--- config.mk ---
export PLATFORM = sky130hd
export DESIGN_NAME = pidc_div
export DESIGN_NICKNAME = d
export VERILOG_FILES = /design/src/hdl/pidc_pkg.sv /design/src/hdl/pidc_div.sv
export SDC_FILE = /design/constraint.sdc
export NUM_CORES = 1
export LEC_CHECK = 0
export BUFFER_PORTS_ARGS = -buffer_cell sky130_fd_sc_hd__buf_2
export CORE_MARGIN = 4
export CORE_UTILIZATION = 57
export CTS_CLUSTER_DIAMETER = 150
export DETAILED_ROUTE_END_ITERATION = 16
export PLACE_DENSITY = 0.86
export SLEW_MARGIN = 30
export SYNTH_ARGS = -nofsm -noshare
export SYNTH_HDL_FRONTEND = slang
export SYNTH_SLANG_ARGS = --single-unit
--- constraint.sdc ---
create_clock -name clk_i -period 9.7 [get_ports clk_i]
set_input_delay 0.97 -clock clk_i [delete_from_list [all_inputs] [get_ports clk_i]]
set_output_delay 0.97 -clock clk_i [all_outputs]
set_load 0.1 [all_outputs]
--- src/hdl/pidc_pkg.sv ---
// Shared types, codes, constants, saturating helpers and magnitude helpers for the PID step core.
package pidc_pkg;

  // Sequencer states of the step core
  typedef enum logic [4:0] {
    S_IDLE,
    S_CHECK,
    S_XK_GO,
    S_XK_WAIT,
    S_XM_GO,
    S_XM_WAIT,
    S_XD_GO,
    S_XD_WAIT,
    S_XFIN,
    S_DEAD,
    S_MI_GO,
    S_MI_WAIT,
    S_DD_GO,
    S_DD_WAIT,
    S_MP_GO,
    S_MP_WAIT,
    S_MQ_GO,
    S_MQ_WAIT,
    S_MD_GO,
    S_MD_WAIT,
    S_FIN,
    S_DONE
  } state_e;

  // Result status codes
  typedef enum logic [2:0] {
    STAT_OK         = 3'd0,
    STAT_DEADBAND   = 3'd1,
    STAT_BAD_STEP   = 3'd2,
    STAT_BAD_LIMITS = 3'd3,
    STAT_CLEARED    = 3'd4
  } status_e;

  // Error shaping modes
  typedef enum logic [1:0] {
    MODE_PLAIN = 2'd0,
    MODE_EXP   = 2'd1,
    MODE_WRAP  = 2'd2
  } mode_e;

  // Register indexes
  typedef enum logic [2:0] {
    REG_GAIN_P     = 3'd0,
    REG_GAIN_I     = 3'd1,
    REG_GAIN_D     = 3'd2,
    REG_LIMIT_LOW  = 3'd3,
    REG_LIMIT_HIGH = 3'd4,
    REG_DEAD_ZONE  = 3'd5,
    REG_ERROR_MODE = 3'd6
  } reg_e;

  localparam logic CMD_CLEAR = 1'b1;

  localparam int          ADDR_W    = 5;
  localparam logic [63:0] LN2_Q32   = 64'd2977044472;
  localparam logic [3:0]  EXP_TERMS = 4'd12;
  localparam logic [6:0]  DIV_FULL  = 7'd64;
  localparam logic [6:0]  DIV_HALF  = 7'd32;

  localparam logic signed [31:0] I32_MAX = 32'sh7FFF_FFFF;
  localparam logic signed [31:0] I32_NMAX = 32'sh8000_0001;
  localparam logic signed [63:0] I64_MAX = 64'sh7FFF_FFFF_FFFF_FFFF;
  localparam logic signed [63:0] I64_MIN = 64'sh8000_0000_0000_0000;

  // Configuration register file contents
  typedef struct packed {
    logic signed [31:0] gain_p;
    logic signed [31:0] gain_i;
    logic signed [31:0] gain_d;
    logic signed [31:0] limit_low;
    logic signed [31:0] limit_high;
    logic [30:0]        dead_zone;
    logic [1:0]         error_mode;
  } cfg_t;

  // Multiplier request and response
  typedef struct packed {
    logic        start;
    logic        neg;
    logic [63:0] a;
    logic [31:0] b;
  } mul_req_t;

  typedef struct packed {
    logic               done;
    logic [95:0]        prod;
    logic signed [63:0] res;
  } mul_rsp_t;

  // Divider request and response
  typedef struct packed {
    logic        start;
    logic [63:0] dividend;
    logic [31:0] divisor;
    logic [6:0]  iters;
  } div_req_t;

  typedef struct packed {
    logic        done;
    logic [63:0] quot;
    logic [31:0] rem;
  } div_rsp_t;

  // Saturate a 64 bit value to the signed 32 bit range
  function automatic logic signed [31:0] sat32(input logic signed [63:0] v);
    logic signed [31:0] r;
    if (v > 64'sh0000_0000_7FFF_FFFF) begin
      r = I32_MAX;
    end else if (v < 64'shFFFF_FFFF_8000_0000) begin
      r = 32'sh8000_0000;
    end else begin
      r = v[31:0];
    end
    return r;
  endfunction

  // Saturating signed 64 bit add
  function automatic logic signed [63:0] sat_add(input logic signed [63:0] a,
                                                 input logic signed [63:0] b);
    logic signed [64:0] s;
    logic signed [63:0] r;
    s = 65'(a) + 65'(b);
    if (s[64] != s[63]) begin
      r = s[64] ? I64_MIN : I64_MAX;
    end else begin
      r = s[63:0];
    end
    return r;
  endfunction

  function automatic logic [31:0] mag32(input logic signed [31:0] v);
    return v[31] ? (~v + 32'd1) : v;
  endfunction

  function automatic logic [63:0] mag64(input logic signed [63:0] v);
    return v[63] ? (~v + 64'd1) : v;
  endfunction

endpackage

--- src/hdl/pidc_div.sv ---
// Shared restoring divider, one quotient bit per cycle, 32 bit divisor.
module pidc_div (
  input  logic               clk_i,
  input  logic               rst_ni,
  input  pidc_pkg::div_req_t req_i,
  output pidc_pkg::div_rsp_t rsp_o
);

  logic [6:0]  cnt_q;
  logic        done_q;
  logic [63:0] dq_q;
  logic [31:0] rem_q;
  logic [31:0] d_q;
  logic [32:0] trial;
  logic [32:0] diff;
  logic        ge;

  // One restoring step
  assign trial = {rem_q, dq_q[63]};
  assign ge    = trial >= {1'b0, d_q};
  assign diff  = trial - {1'b0, d_q};

  always_ff @(posedge clk_i or negedge rst_ni) begin
    if (!rst_ni) begin
      cnt_q  <= '0;
      done_q <= 1'b0;
    end else begin
      done_q <= (cnt_q == 7'd1);
      if (req_i.start) begin
        cnt_q <= req_i.iters;
      end else if (cnt_q != '0) begin
        cnt_q <= cnt_q - 7'd1;
      end
    end
  end

  // Shift the quotient bit in as the dividend bit leaves
  always_ff @(posedge clk_i) begin
    if (req_i.start) begin
      dq_q  <= req_i.dividend;
      d_q   <= req_i.divisor;
      rem_q <= '0;
    end else if (cnt_q != '0) begin
      rem_q <= ge ? diff[31:0] : trial[31:0];
      dq_q  <= {dq_q[62:0], ge};
    end
  end

  assign rsp_o.done = done_q;
  assign rsp_o.quot = dq_q;
  assign rsp_o.rem  = rem_q;

endmodule

==> impl_metrics.csv <==
group,metric,value,unit
run_status,status,"completed",
setup_path,r2r_cells,12,
placed_design,port-buffer-count,202,
hold_path,worst_hold_path_type,"input port to asynchronous set/reset pin",
yosys,ys.flop_type,"edfxtp_1",
timing,layout_setup_ws,6.26,ns
timing,setup_violations,0,
global_route,grt_pass1_vias,6073,
timing,min_period_over_period,35.5,%
yosys,synth_top_family_by_area,"compound AO/OA/AOI/OAI gates",
setup_path,end_kind,"flop",
placed_design,globalplace.congestion,0.944,
power_and_ir_drop,vdd_drop_max,0.216,mV
power_and_ir_drop,switching_share,46.6,%
layout,n_fill_cell,933,
timing,period_minus_slack,3.44,ns
clocking,htree_levels,4,
clocking,cts_setup_buffers,0,
clocking,clk_path_buf_depth,2,
timing,tns,0,ns
yosys,netlist_area,7370,um^2
die,coreArea,12600,um^2
setup_path,startpoint_type,"flop",
power_and_ir_drop,p_seq_share,28.9,%
layout,seqCellArea,3720,um^2
clocking,clk-insertion-delay-late,0.42,ns
layout,drive_above_1_share,35.6,%
clocking,cts-root-buf,"clkbuf_16",
placed_design,dpl.hpwl,12900,um
yosys,synth_edf_count,96,
setup_path,reg2reg_to,"rem_q[25]",
die,die_w,122,um
setup_path,timing.rr.start,"d_q[6]",
yosys,synth_adder_area_share,6.04,%
yosys,muxShareOfSynthArea,10.0,%
routing,ant_nets,0,
clocking,postCtsHoldBufs,0,
clocking,cts_sinks,136,
routing,first_pass_iters,5,
global_route,antenna_found_initial,3,
power_and_ir_drop,comb_power_share,46.6,%
timing,drv_slew,0,
power_and_ir_drop,clock_power_share,24.5,%
clocking,clk_pin_slew_worst_paths,0.06,ns
run,maxCapViolCount,0,
layout,n_antenna_cell,0,
clocking,cts_tree,"built",
setup_path,crit_type,"flop to flop",
die,dieArea,14800,um^2
power_and_ir_drop,intPower,1.47,mW
routing,drt-total-wl,18400,um
setup_path,arrival,3.76,ns
yosys,syn-num-nets,819,
clocking,postCtsResizedCells,0,
global_route,grt.overflow.total,0,
routing,first_iter_violations,310,
layout,multiInputGateArea,3350,um^2
yosys,synthXorXnorAreaFrac,3.09,%
timing,final-hold-violation-count,0,
routing,via_per_inst,5.68,
yosys,ys_seq_elements,136,
die,ios,203,
layout,syn2layout_area_growth,23.6,%
yosys,synth_cells,678,
setup_path,worst-path-max-fanout,20,
placed_design,pre_cts_ws,6.32,ns
timing,skew,0.0137,ns
timing,max_slew_margin,46.5,%
global_route,grt_max_degree,87,
yosys,yosysSeqAreaShare,50.5,%
die,start_util,58.4,%
die,dieHeight,122,um
layout,final_nets,1011,
routing,drc,0,
routing,num_vias,5995,
setup_path,endpoint,"rem_q[25]",
yosys,synth_compound_area_share,14.1,%
global_route,grt_pass1_wl,29400,um
die,placementRows,41,
routing,routedWlPerCell,17.4,um
timing,max_freq,290,MHz
setup_path,rrSetupSlack,6.26,ns
yosys,yosysWarningCount,0,
timing,rsz0062_at_grt,"false",
power_and_ir_drop,switchingPower,1.29,mW
power_and_ir_drop,p_leak,4.13,nW
clocking,cts_buffers,17,
yosys,netlist-cell-type-count,61,
yosys,async_flop_share,5.88,%
setup_path,required,10.02,ns
yosys,yosys.area_share.simple,12.1,%
yosys,syn_avg_cell_area,10.9,um^2
power_and_ir_drop,p_per_area,303,nW/um^2
timing,tightestPinTransition,0.798,ns
setup_path,critPathLaunch,"d_q[6]",
global_route,track_usage,25.2,%
## metal layers
layer | part of all wire (%) | global-route usage (%) | up-vias | routed length, um
met1 | 39 | 28.9 | 2857 | 7230
met3 | 7.7 | 9.15 | 41 | 1410
li1 | - | - | 2888 | -
met2 | 51 | 43.9 | 203 | 9300
met5 | 0.25 | 0 | - | 46
met4 | 2.0 | 8.12 | 6 | 367
## power by group through the flow
stage / registers (mW) / clock network, mW / logic (mW)
2_1_floorplan: 1.36 / 0 / 0.504
4_1_cts: 0.799 / 0.685 / 1.28
5_1_grt: 0.812 / 0.710 / 1.37
3_5_place_dp: 0.808 / 0 / 1.27
6_report: 0.799 / 0.677 / 1.29
3_3_place_gp: 0.806 / 0 / 1.26
## cells in the mapped netlist (9+ instances only)
| cell | count | share of area (%) |
|---|---|---|
| nor2_1 | 49 | 2.5 |
| o21ai_0 | 15 | 1.0 |
| clkbuf_1 | 20 | 1.0 |
| dfxtp_1 | 32 | 8.7 |
| ha_1 | 34 | 5.8 |
| xor2_1 | 11 | 1.3 |
| a311oi_1 | 27 | 3.2 |
| mux2_2 | 64 | 9.8 |
| a21o_1 | 14 | 1.4 |
| a21oi_1 | 29 | 2.0 |
| nand2_1 | 87 | 4.4 |
| inv_1 | 43 | 2.2 |
| edfxtp_1 | 96 | 39 |
| nand3_1 | 13 | 0.88 |
| and3_1 | 9 | 0.76 |
| buf_2 | 9 | 0.61 |
| xnor2_1 | 15 | 1.8 |
## cells in the final DEF (no fill, tap or decap), types with 4 or more instances in the layout
cell type    n
nor2_1      49
edfxtp_1    96
o211ai_1     4
a31oi_1      8
o21ai_0     15
a21o_1      14
dfrtp_1      8
nand2_1     86
nor2b_1      6
bufinv_16    4
a21oi_1     29
xnor2_1     15
mux2_2      64
nand3_1     12
and3_1       9
nand4_1      7
xor2_1      11
a311oi_1    27
o21bai_1     5
o21ai_1      5
nor3_1       7
buf_2      201
o21a_1       4
buf_4        4
inv_1       43
clkbuf_16   17
dfxtp_1     32
ha_1        34
## cells by family (layout without fill, tap and decap cells)
| logic type | Yosys count | in the layout |
|---|---|---|
| buffers and inverters | 76 | 281 |
| multiplexers | 66 | 66 |
| flip-flops | 136 | 136 |
| adder cells (fa/ha/maj) | 35 | 35 |
| XOR/XNOR | 26 | 26 |
| AO/OA/AOI/OAI | 140 | 140 |
| AND/OR/NAND/NOR | 199 | 199 |
## layout make-up
type | instances | area share (%)
multi-input cells | 466 | 36.7
inverters | 43 | 1.77
clock buffers | 20 | 4.79
clock inverters | 12 | 1.94
well taps | 172 | 2.36
repair buffers | 206 | 11.5
flip-flops and latches | 136 | 40.9
## state kept, by name, summed over array words and instances (netlist names)
name	count
d_q	32
rem_q	32
dq_q	64
cnt_q	7
done_q	1
## how the worst min path moves through the flow
stage,slack [ns],from,end,cells after the start
floorplan,0.53,cnt_q[6],cnt_q[6],2
global placement,0.49,rem_q[9],rem_q[10],2
detailed placement,0.50,rem_q[8],rem_q[9],2
CTS,0.38,rst_ni,cnt_q[1],1
global route,0.39,rst_ni,cnt_q[6],1
finish,0.39,rst_ni,cnt_q[3],1
## through the flow
stage / hold WS (ns) / cells / instance area [um^2] / power [mW] / util [%]
floorplan: 0.528 / 678 / 7370 / 1.86 / -
global placement: 0.493 / 1023 / 8490 / 2.07 / 67.3
detailed placement: 0.502 / 1023 / 8490 / 2.08 / 67.3
CTS: 0.382 / 1055 / 9100 / 2.77 / 72.1
global route: 0.389 / 1055 / 9110 / 2.89 / 72.2
finish: 0.390 / 1055 / 9110 / 2.76 / 72.2
## critical path, cell delays in order, from the launching register on
cell      delay (ns)
edfxtp_1        0.33
inv_1           0.04
ha_1            0.37
a21o_1          0.24
a221o_1         0.36
a311oi_2        0.34
o211ai_2        0.13
or3b_4          0.26
a21oi_4         0.06
nor2_2          0.51
buf_4           0.37
nand2_1         0.08
a311oi_1        0.26
(Power assumes the default switching activity.)
