## config.mk

```make
export PLATFORM = sky130hd
export DESIGN_NAME = pidc_regs
export DESIGN_NICKNAME = d
export VERILOG_FILES = /design/src/hdl/pidc_pkg.sv /design/src/hdl/pidc_regs.sv
export SDC_FILE = /design/constraint.sdc
export NUM_CORES = 1
export LEC_CHECK = 0
export BUFFER_PORTS_ARGS = -buffer_cell sky130_fd_sc_hd__buf_2
export CAP_MARGIN = 25
export CORE_AREA = 5 5 109 162
export DETAILED_ROUTE_END_ITERATION = 6
export DIE_AREA = 0 0 114 167
export GPL_TIMING_DRIVEN = 0
export MAX_ROUTING_LAYER = met4
export PLACE_DENSITY = 0.83
export SLEW_MARGIN = 10
export SYNTH_ARGS = -nofsm -noshare
export SYNTH_HDL_FRONTEND = slang
export SYNTH_SLANG_ARGS = --single-unit
export TNS_END_PERCENT = 50
```

## constraint.sdc

```tcl
create_clock -name clk_i -period 4.55 [get_ports clk_i]
set_input_delay 0.91 -clock clk_i [delete_from_list [all_inputs] [get_ports clk_i]]
set_output_delay 0.91 -clock clk_i [all_outputs]
set_load 0.02 [all_outputs]
```

## src/hdl/pidc_pkg.sv

```systemverilog
// Shared types, codes, constants, saturating helpers and magnitude helpers for the PID step core.
package pidc_pkg;

  // Sequencer states of the step core
  typedef enum logic [4:0] {
    S_IDLE,
    S_CHECK,
    S_XK_GO,
    S_XK_WAIT,
    S_XM_GO,
    S_XM_WAIT,
    S_XD_GO,
    S_XD_WAIT,
    S_XFIN,
    S_DEAD,
    S_MI_GO,
    S_MI_WAIT,
    S_DD_GO,
    S_DD_WAIT,
    S_MP_GO,
    S_MP_WAIT,
    S_MQ_GO,
    S_MQ_WAIT,
    S_MD_GO,
    S_MD_WAIT,
    S_FIN,
    S_DONE
  } state_e;

  // Result status codes
  typedef enum logic [2:0] {
    STAT_OK         = 3'd0,
    STAT_DEADBAND   = 3'd1,
    STAT_BAD_STEP   = 3'd2,
    STAT_BAD_LIMITS = 3'd3,
    STAT_CLEARED    = 3'd4
  } status_e;

  // Error shaping modes
  typedef enum logic [1:0] {
    MODE_PLAIN = 2'd0,
    MODE_EXP   = 2'd1,
    MODE_WRAP  = 2'd2
  } mode_e;

  // Register indexes
  typedef enum logic [2:0] {
    REG_GAIN_P     = 3'd0,
    REG_GAIN_I     = 3'd1,
    REG_GAIN_D     = 3'd2,
    REG_LIMIT_LOW  = 3'd3,
    REG_LIMIT_HIGH = 3'd4,
    REG_DEAD_ZONE  = 3'd5,
    REG_ERROR_MODE = 3'd6
  } reg_e;

  localparam logic CMD_CLEAR = 1'b1;

  localparam int          ADDR_W    = 5;
  localparam logic [63:0] LN2_Q32   = 64'd2977044472;
  localparam logic [3:0]  EXP_TERMS = 4'd12;
  localparam logic [6:0]  DIV_FULL  = 7'd64;
  localparam logic [6:0]  DIV_HALF  = 7'd32;

  localparam logic signed [31:0] I32_MAX = 32'sh7FFF_FFFF;
  localparam logic signed [31:0] I32_NMAX = 32'sh8000_0001;
  localparam logic signed [63:0] I64_MAX = 64'sh7FFF_FFFF_FFFF_FFFF;
  localparam logic signed [63:0] I64_MIN = 64'sh8000_0000_0000_0000;

  // Configuration register file contents
  typedef struct packed {
    logic signed [31:0] gain_p;
    logic signed [31:0] gain_i;
    logic signed [31:0] gain_d;
    logic signed [31:0] limit_low;
    logic signed [31:0] limit_high;
    logic [30:0]        dead_zone;
    logic [1:0]         error_mode;
  } cfg_t;

  // Multiplier request and response
  typedef struct packed {
    logic        start;
    logic        neg;
    logic [63:0] a;
    logic [31:0] b;
  } mul_req_t;

  typedef struct packed {
    logic               done;
    logic [95:0]        prod;
    logic signed [63:0] res;
  } mul_rsp_t;

  // Divider request and response
  typedef struct packed {
    logic        start;
    logic [63:0] dividend;
    logic [31:0] divisor;
    logic [6:0]  iters;
  } div_req_t;

  typedef struct packed {
    logic        done;
    logic [63:0] quot;
    logic [31:0] rem;
  } div_rsp_t;

  // Saturate a 64 bit value to the signed 32 bit range
  function automatic logic signed [31:0] sat32(input logic signed [63:0] v);
    logic signed [31:0] r;
    if (v > 64'sh0000_0000_7FFF_FFFF) begin
      r = I32_MAX;
    end else if (v < 64'shFFFF_FFFF_8000_0000) begin
      r = 32'sh8000_0000;
    end else begin
      r = v[31:0];
    end
    return r;
  endfunction

  // Saturating signed 64 bit add
  function automatic logic signed [63:0] sat_add(input logic signed [63:0] a,
                                                 input logic signed [63:0] b);
    logic signed [64:0] s;
    logic signed [63:0] r;
    s = 65'(a) + 65'(b);
    if (s[64] != s[63]) begin
      r = s[64] ? I64_MIN : I64_MAX;
    end else begin
      r = s[63:0];
    end
    return r;
  endfunction

  function automatic logic [31:0] mag32(input logic signed [31:0] v);
    return v[31] ? (~v + 32'd1) : v;
  endfunction

  function automatic logic [63:0] mag64(input logic signed [63:0] v);
    return v[63] ? (~v + 64'd1) : v;
  endfunction

endpackage

```

## src/hdl/pidc_regs.sv

```systemverilog
// Configuration register file with APB-style write and read access.
module pidc_regs #(
  parameter int FRAC_BITS = 16
) (
  input  logic                          clk_i,
  input  logic                          rst_ni,
  input  logic                          psel_i,
  input  logic                          penable_i,
  input  logic                          pwrite_i,
  input  logic [pidc_pkg::ADDR_W-1:0]   paddr_i,
  input  logic [31:0]                   pwdata_i,
  output logic [31:0]                   prdata_o,
  output pidc_pkg::cfg_t                cfg_o
);

  localparam logic signed [31:0] OneQ = 32'sd1 <<< FRAC_BITS;

  pidc_pkg::cfg_t cfg_q;
  logic [2:0]     idx;
  logic           wr_en;

  assign idx   = paddr_i[pidc_pkg::ADDR_W-1:2];
  assign wr_en = psel_i && penable_i && pwrite_i;

  // Write registers on the access cycle
  always_ff @(posedge clk_i or negedge rst_ni) begin
    if (!rst_ni) begin
      cfg_q.gain_p     <= '0;
      cfg_q.gain_i     <= '0;
      cfg_q.gain_d     <= '0;
      cfg_q.limit_low  <= -OneQ;
      cfg_q.limit_high <= OneQ;
      cfg_q.dead_zone  <= '0;
      cfg_q.error_mode <= '0;
    end else if (wr_en) begin
      case (idx)
        pidc_pkg::REG_GAIN_P:     cfg_q.gain_p     <= pwdata_i;
        pidc_pkg::REG_GAIN_I:     cfg_q.gain_i     <= pwdata_i;
        pidc_pkg::REG_GAIN_D:     cfg_q.gain_d     <= pwdata_i;
        pidc_pkg::REG_LIMIT_LOW:  cfg_q.limit_low  <= pwdata_i;
        pidc_pkg::REG_LIMIT_HIGH: cfg_q.limit_high <= pwdata_i;
        pidc_pkg::REG_DEAD_ZONE:  cfg_q.dead_zone  <= pwdata_i[30:0];
        pidc_pkg::REG_ERROR_MODE: cfg_q.error_mode <= pwdata_i[1:0];
        default: ;
      endcase
    end
  end

  // Read mux
  always_comb begin
    case (idx)
      pidc_pkg::REG_GAIN_P:     prdata_o = cfg_q.gain_p;
      pidc_pkg::REG_GAIN_I:     prdata_o = cfg_q.gain_i;
      pidc_pkg::REG_GAIN_D:     prdata_o = cfg_q.gain_d;
      pidc_pkg::REG_LIMIT_LOW:  prdata_o = cfg_q.limit_low;
      pidc_pkg::REG_LIMIT_HIGH: prdata_o = cfg_q.limit_high;
      pidc_pkg::REG_DEAD_ZONE:  prdata_o = {1'b0, cfg_q.dead_zone};
      pidc_pkg::REG_ERROR_MODE: prdata_o = {30'd0, cfg_q.error_mode};
      default:                  prdata_o = '0;
    endcase
  end

  assign cfg_o = cfg_q;

endmodule

```

==> metrics.md <==
| Metric | Value |
|---|---|
| Status | finished clean |
| Lkg Pwr | 0.005595 uW |
| Top FF cell, synth | dfrtp_1 |
| XOR/XNOR Fraction of Synth Area | 0 |
| Syn Std Cell Area | 8820 um2 |
| Clk_lat worst skew | 430 ps |
| Die Span Y | 167 um |
| Maximum clock rate | 252.1 MHz |
| Fin worst setup slack | 583.9 ps |
| YS warnings | 0 |
| Final Hold Viols | 0 |
| Fin Setup TNS | 0 ps |
| Synth Area in Compound Gates | 0.05632 |
| Global route overflow | 0 |
| Post-Syn Instances | 637 |
| # Post-CTS Setup Buffers | 0 |
| Pins over their slew limit | 0 |
| Mean Syn Cell Area | 13.85 um2 |
| Post-synth EDFFs | 0 |
| Worst Max-Slew Pin Slew | 938.3 ps |
| Full die area | 19040 um2 |
| Setup violators final | 0 |
| Pin count of the biggest net entering global routing | 102 |
| Drc violations | 0 |
| First-pass GRT wire length | 42810 um |
| Crit path arrival time | 3060 ps |
| Total CTS buffers | 17 |
| Synth cell types | 34 |
| Placed Area | 10430 um2 |
| Clock share of power | 0.276 |
| RSZ-0062 raised after global routing | no |
| Post-Synth Adder-Cell Area | 0 |
| CP Capture Type | primary output |
| Pwr/cell area | 494.1 nW/um2 |
| Routability cong. | 0.8936 |
| Initial antenna violation count | 0 |
| Crit-path cells | clkbuf_1 > nor2b_1 > clkbuf_1 > and2_0 > clkbuf_1 > a221o_1 > buf_2 |
| Hold Path Class | in -> async |
| H-tree level count | 4 |
| Antenna fix cells | 0 |
| CTS max path bufs | 2 |
| Multiplexer share of the synthesized area | 0.3313 |
| Max-cap violations | 0 |
| # clock sinks | 193 |
| Nets | 961 |
| Switching Power | 1956 uW |
| Drt pass-1 iters | 5 |
| Vias per cell | 5.986 |
| Area Growth Syn to Fin | 24.95% |
| Gate power share | 0.294 |
| Initial Util | 0.5496 |
| Sequential power share | 0.430 |
| VDD IR-drop max | 0.2569 mV |
| CP dominant cell by count | clkbuf_1 |
| Synth Area in Simple Gates | 0.03717 |
| P_int | 3489 uW |
| Routed vias | 6812 |
| Combinational family with the most area after synthesis | multiplexers |
| GR Util All Layers | 0.3077 |
| Placement Setup Slack | 630.1 ps |
| Slew headroom | 0.3744 |
| Die width | 114 um |
| Min Clock Period, post-route | 3966 ps |
| Critical Setup Path Class | in -> out |
| Iter 0 DRT Violations | 408 |
| Critical path's largest stage delay | 630 ps |
| Clock Tree Root | clkbuf_16 |
| PortBufs | 262 |
| #FFs+latches synth | 193 |
| Post-route cell area | 11020 um2 |
| Crit start category | primary input |
| Final hold slack | 464.7 ps |
| Worst-path maximum fanout | 8 |
| Crit-path slowest cell | clkbuf_1 |
| Switch share | 0.3593 |
| Post-DP HPWL | 20260 um |
| Data required, critical path | 3640 ps |
| Total wire length | 28500 um |
| I/O Pins | 267 |
| Clk slew on worst S/H paths | 70 ps |
| Asr flop ratio synth | 1.000 |
| Clock skew | 0 ps |
| Share of cells above drive strength 1 | 0.5622 |
| # rows | 57 |
| Post-detailed-route count of antenna-violating nets | 0 |
| Post-synthesis sequential area ratio | 0.5500 |
| Area of the core | 16050 um2 |
| Routed len/inst | 25.04 um |
| CTS tree | yes |
| Syn Nets | 679 |
| Final Cycle Share | 0.8717 |
| Post-CTS Hold Buffers | 0 |
| Fillers | 1231 |
| Post-CTS sizing | 0 |
| Vias in the first global route | 7185 |
| Max reg flops | 193 |
==> worst paths after layout <==
| path | endpoint | depth (start not counted) | slack, ps | startpoint |
|---|---|---|---|---|
| max | prdata_o[29] | 7 | 580 | paddr_i[4] |
| min | cfg_o[28] | 1 | 460 | rst_ni |
| max reg2reg | cfg_o[177] | 1 | 3710 | cfg_o[177] |
| min reg2reg | cfg_o[164] | 1 | 520 | cfg_o[164] |
| max in group asynchronous | cfg_o[49] | 2 | 3140 | rst_ni |
| min in group clk_i | cfg_o[164] | 1 | 520 | cfg_o[164] |
==> layout by cell type (no fill, tap or decap), drive strengths merged, types with 10 or more instances in the layout <==
| cell | n |
|---|---|
| nor2 | 20 |
| mux2 | 213 |
| a221o | 12 |
| nand2 | 18 |
| nand3b | 10 |
| buf | 297 |
| o21ai | 19 |
| mux2i | 50 |
| dfrtp | 176 |
| clkbuf | 30 |
| dfstp | 17 |
==> power groups by stage <==
stage	logic, uW	registers, uW	clock network, uW
final	1600	2340	1500
after global routing	1700	2380	1600
after global placement	1570	2350	0
after CTS	1620	2330	1510
after detailed placement	1610	2370	0
after floorplan	559	2740	0
==> cell usage after synthesis (2+ instances only) <==
| library cell | instances | area [um2] |
|---|---|---|
| buf_1 | 3 | 11.26 |
| nand3b_1 | 10 | 75.07 |
| nand2b_1 | 2 | 12.51 |
| nand2_1 | 18 | 67.56 |
| dfrtp_1 | 176 | 4404 |
| nor2_1 | 20 | 75.07 |
| o32a_1 | 4 | 40.04 |
| dfstp_2 | 17 | 446.7 |
| a221o_1 | 12 | 120.1 |
| clkbuf_1 | 13 | 48.80 |
| mux2i_1 | 50 | 500.5 |
| o21ai_0 | 19 | 95.09 |
| a31oi_1 | 8 | 50.05 |
| buf_2 | 31 | 155.2 |
| a221oi_1 | 8 | 70.07 |
| o221ai_1 | 3 | 26.28 |
| a311o_1 | 3 | 30.03 |
| a21oi_1 | 4 | 20.02 |
| nor3_1 | 2 | 10.01 |
| nand3_1 | 6 | 30.03 |
| a211oi_1 | 4 | 30.03 |
| mux2_2 | 179 | 2016 |
| mux2_1 | 34 | 382.9 |
==> cells by family after synthesis <==
| kind of cell | count (synthesis) |
|---|---|
| AO/OA/AOI/OAI | 67 |
| buffers and inverters | 49 |
| flip-flops | 193 |
| multiplexers | 264 |
| AND/OR/NAND/NOR | 64 |
==> final cells by class <==
type,count,area [um2],share of cell area
Timing Repair Buffer,263,1349,0.1224
Clock inverter,15,168.9,0.01533
Clock buffer,17,425.4,0.03860
Inverter,2,7.507,0.0006812
Multi-Input combinational cell,395,3746,0.3399
Sequential cell,193,4851,0.4402
Tap cell,206,257.7,0.02339
Buffer,47,215.2,0.01953
==> through the flow <==
step                cells  power, uW    util
floorplan             637       3300       -
global placement     1105       3919  0.6474
detailed placement   1106       3977  0.6497
CTS                  1138       5461  0.6868
global route         1138       5675  0.6868
finish               1138       5445  0.6868
==> metal layers <==
metal,part of all wire,GRT usage
met1,0.38,0.3680
met2,0.52,0.5097
met3,0.057,0.05118
met4,0.041,0.1349
met5,0,-
==> critical path, delay by kind of cell <==
kind,cells,cell delay [ps]
AO/OA/AOI/OAI,1,300
AND/OR/NAND/NOR,2,370
buffers and inverters,4,1480
(Power assumes the default switching activity.)
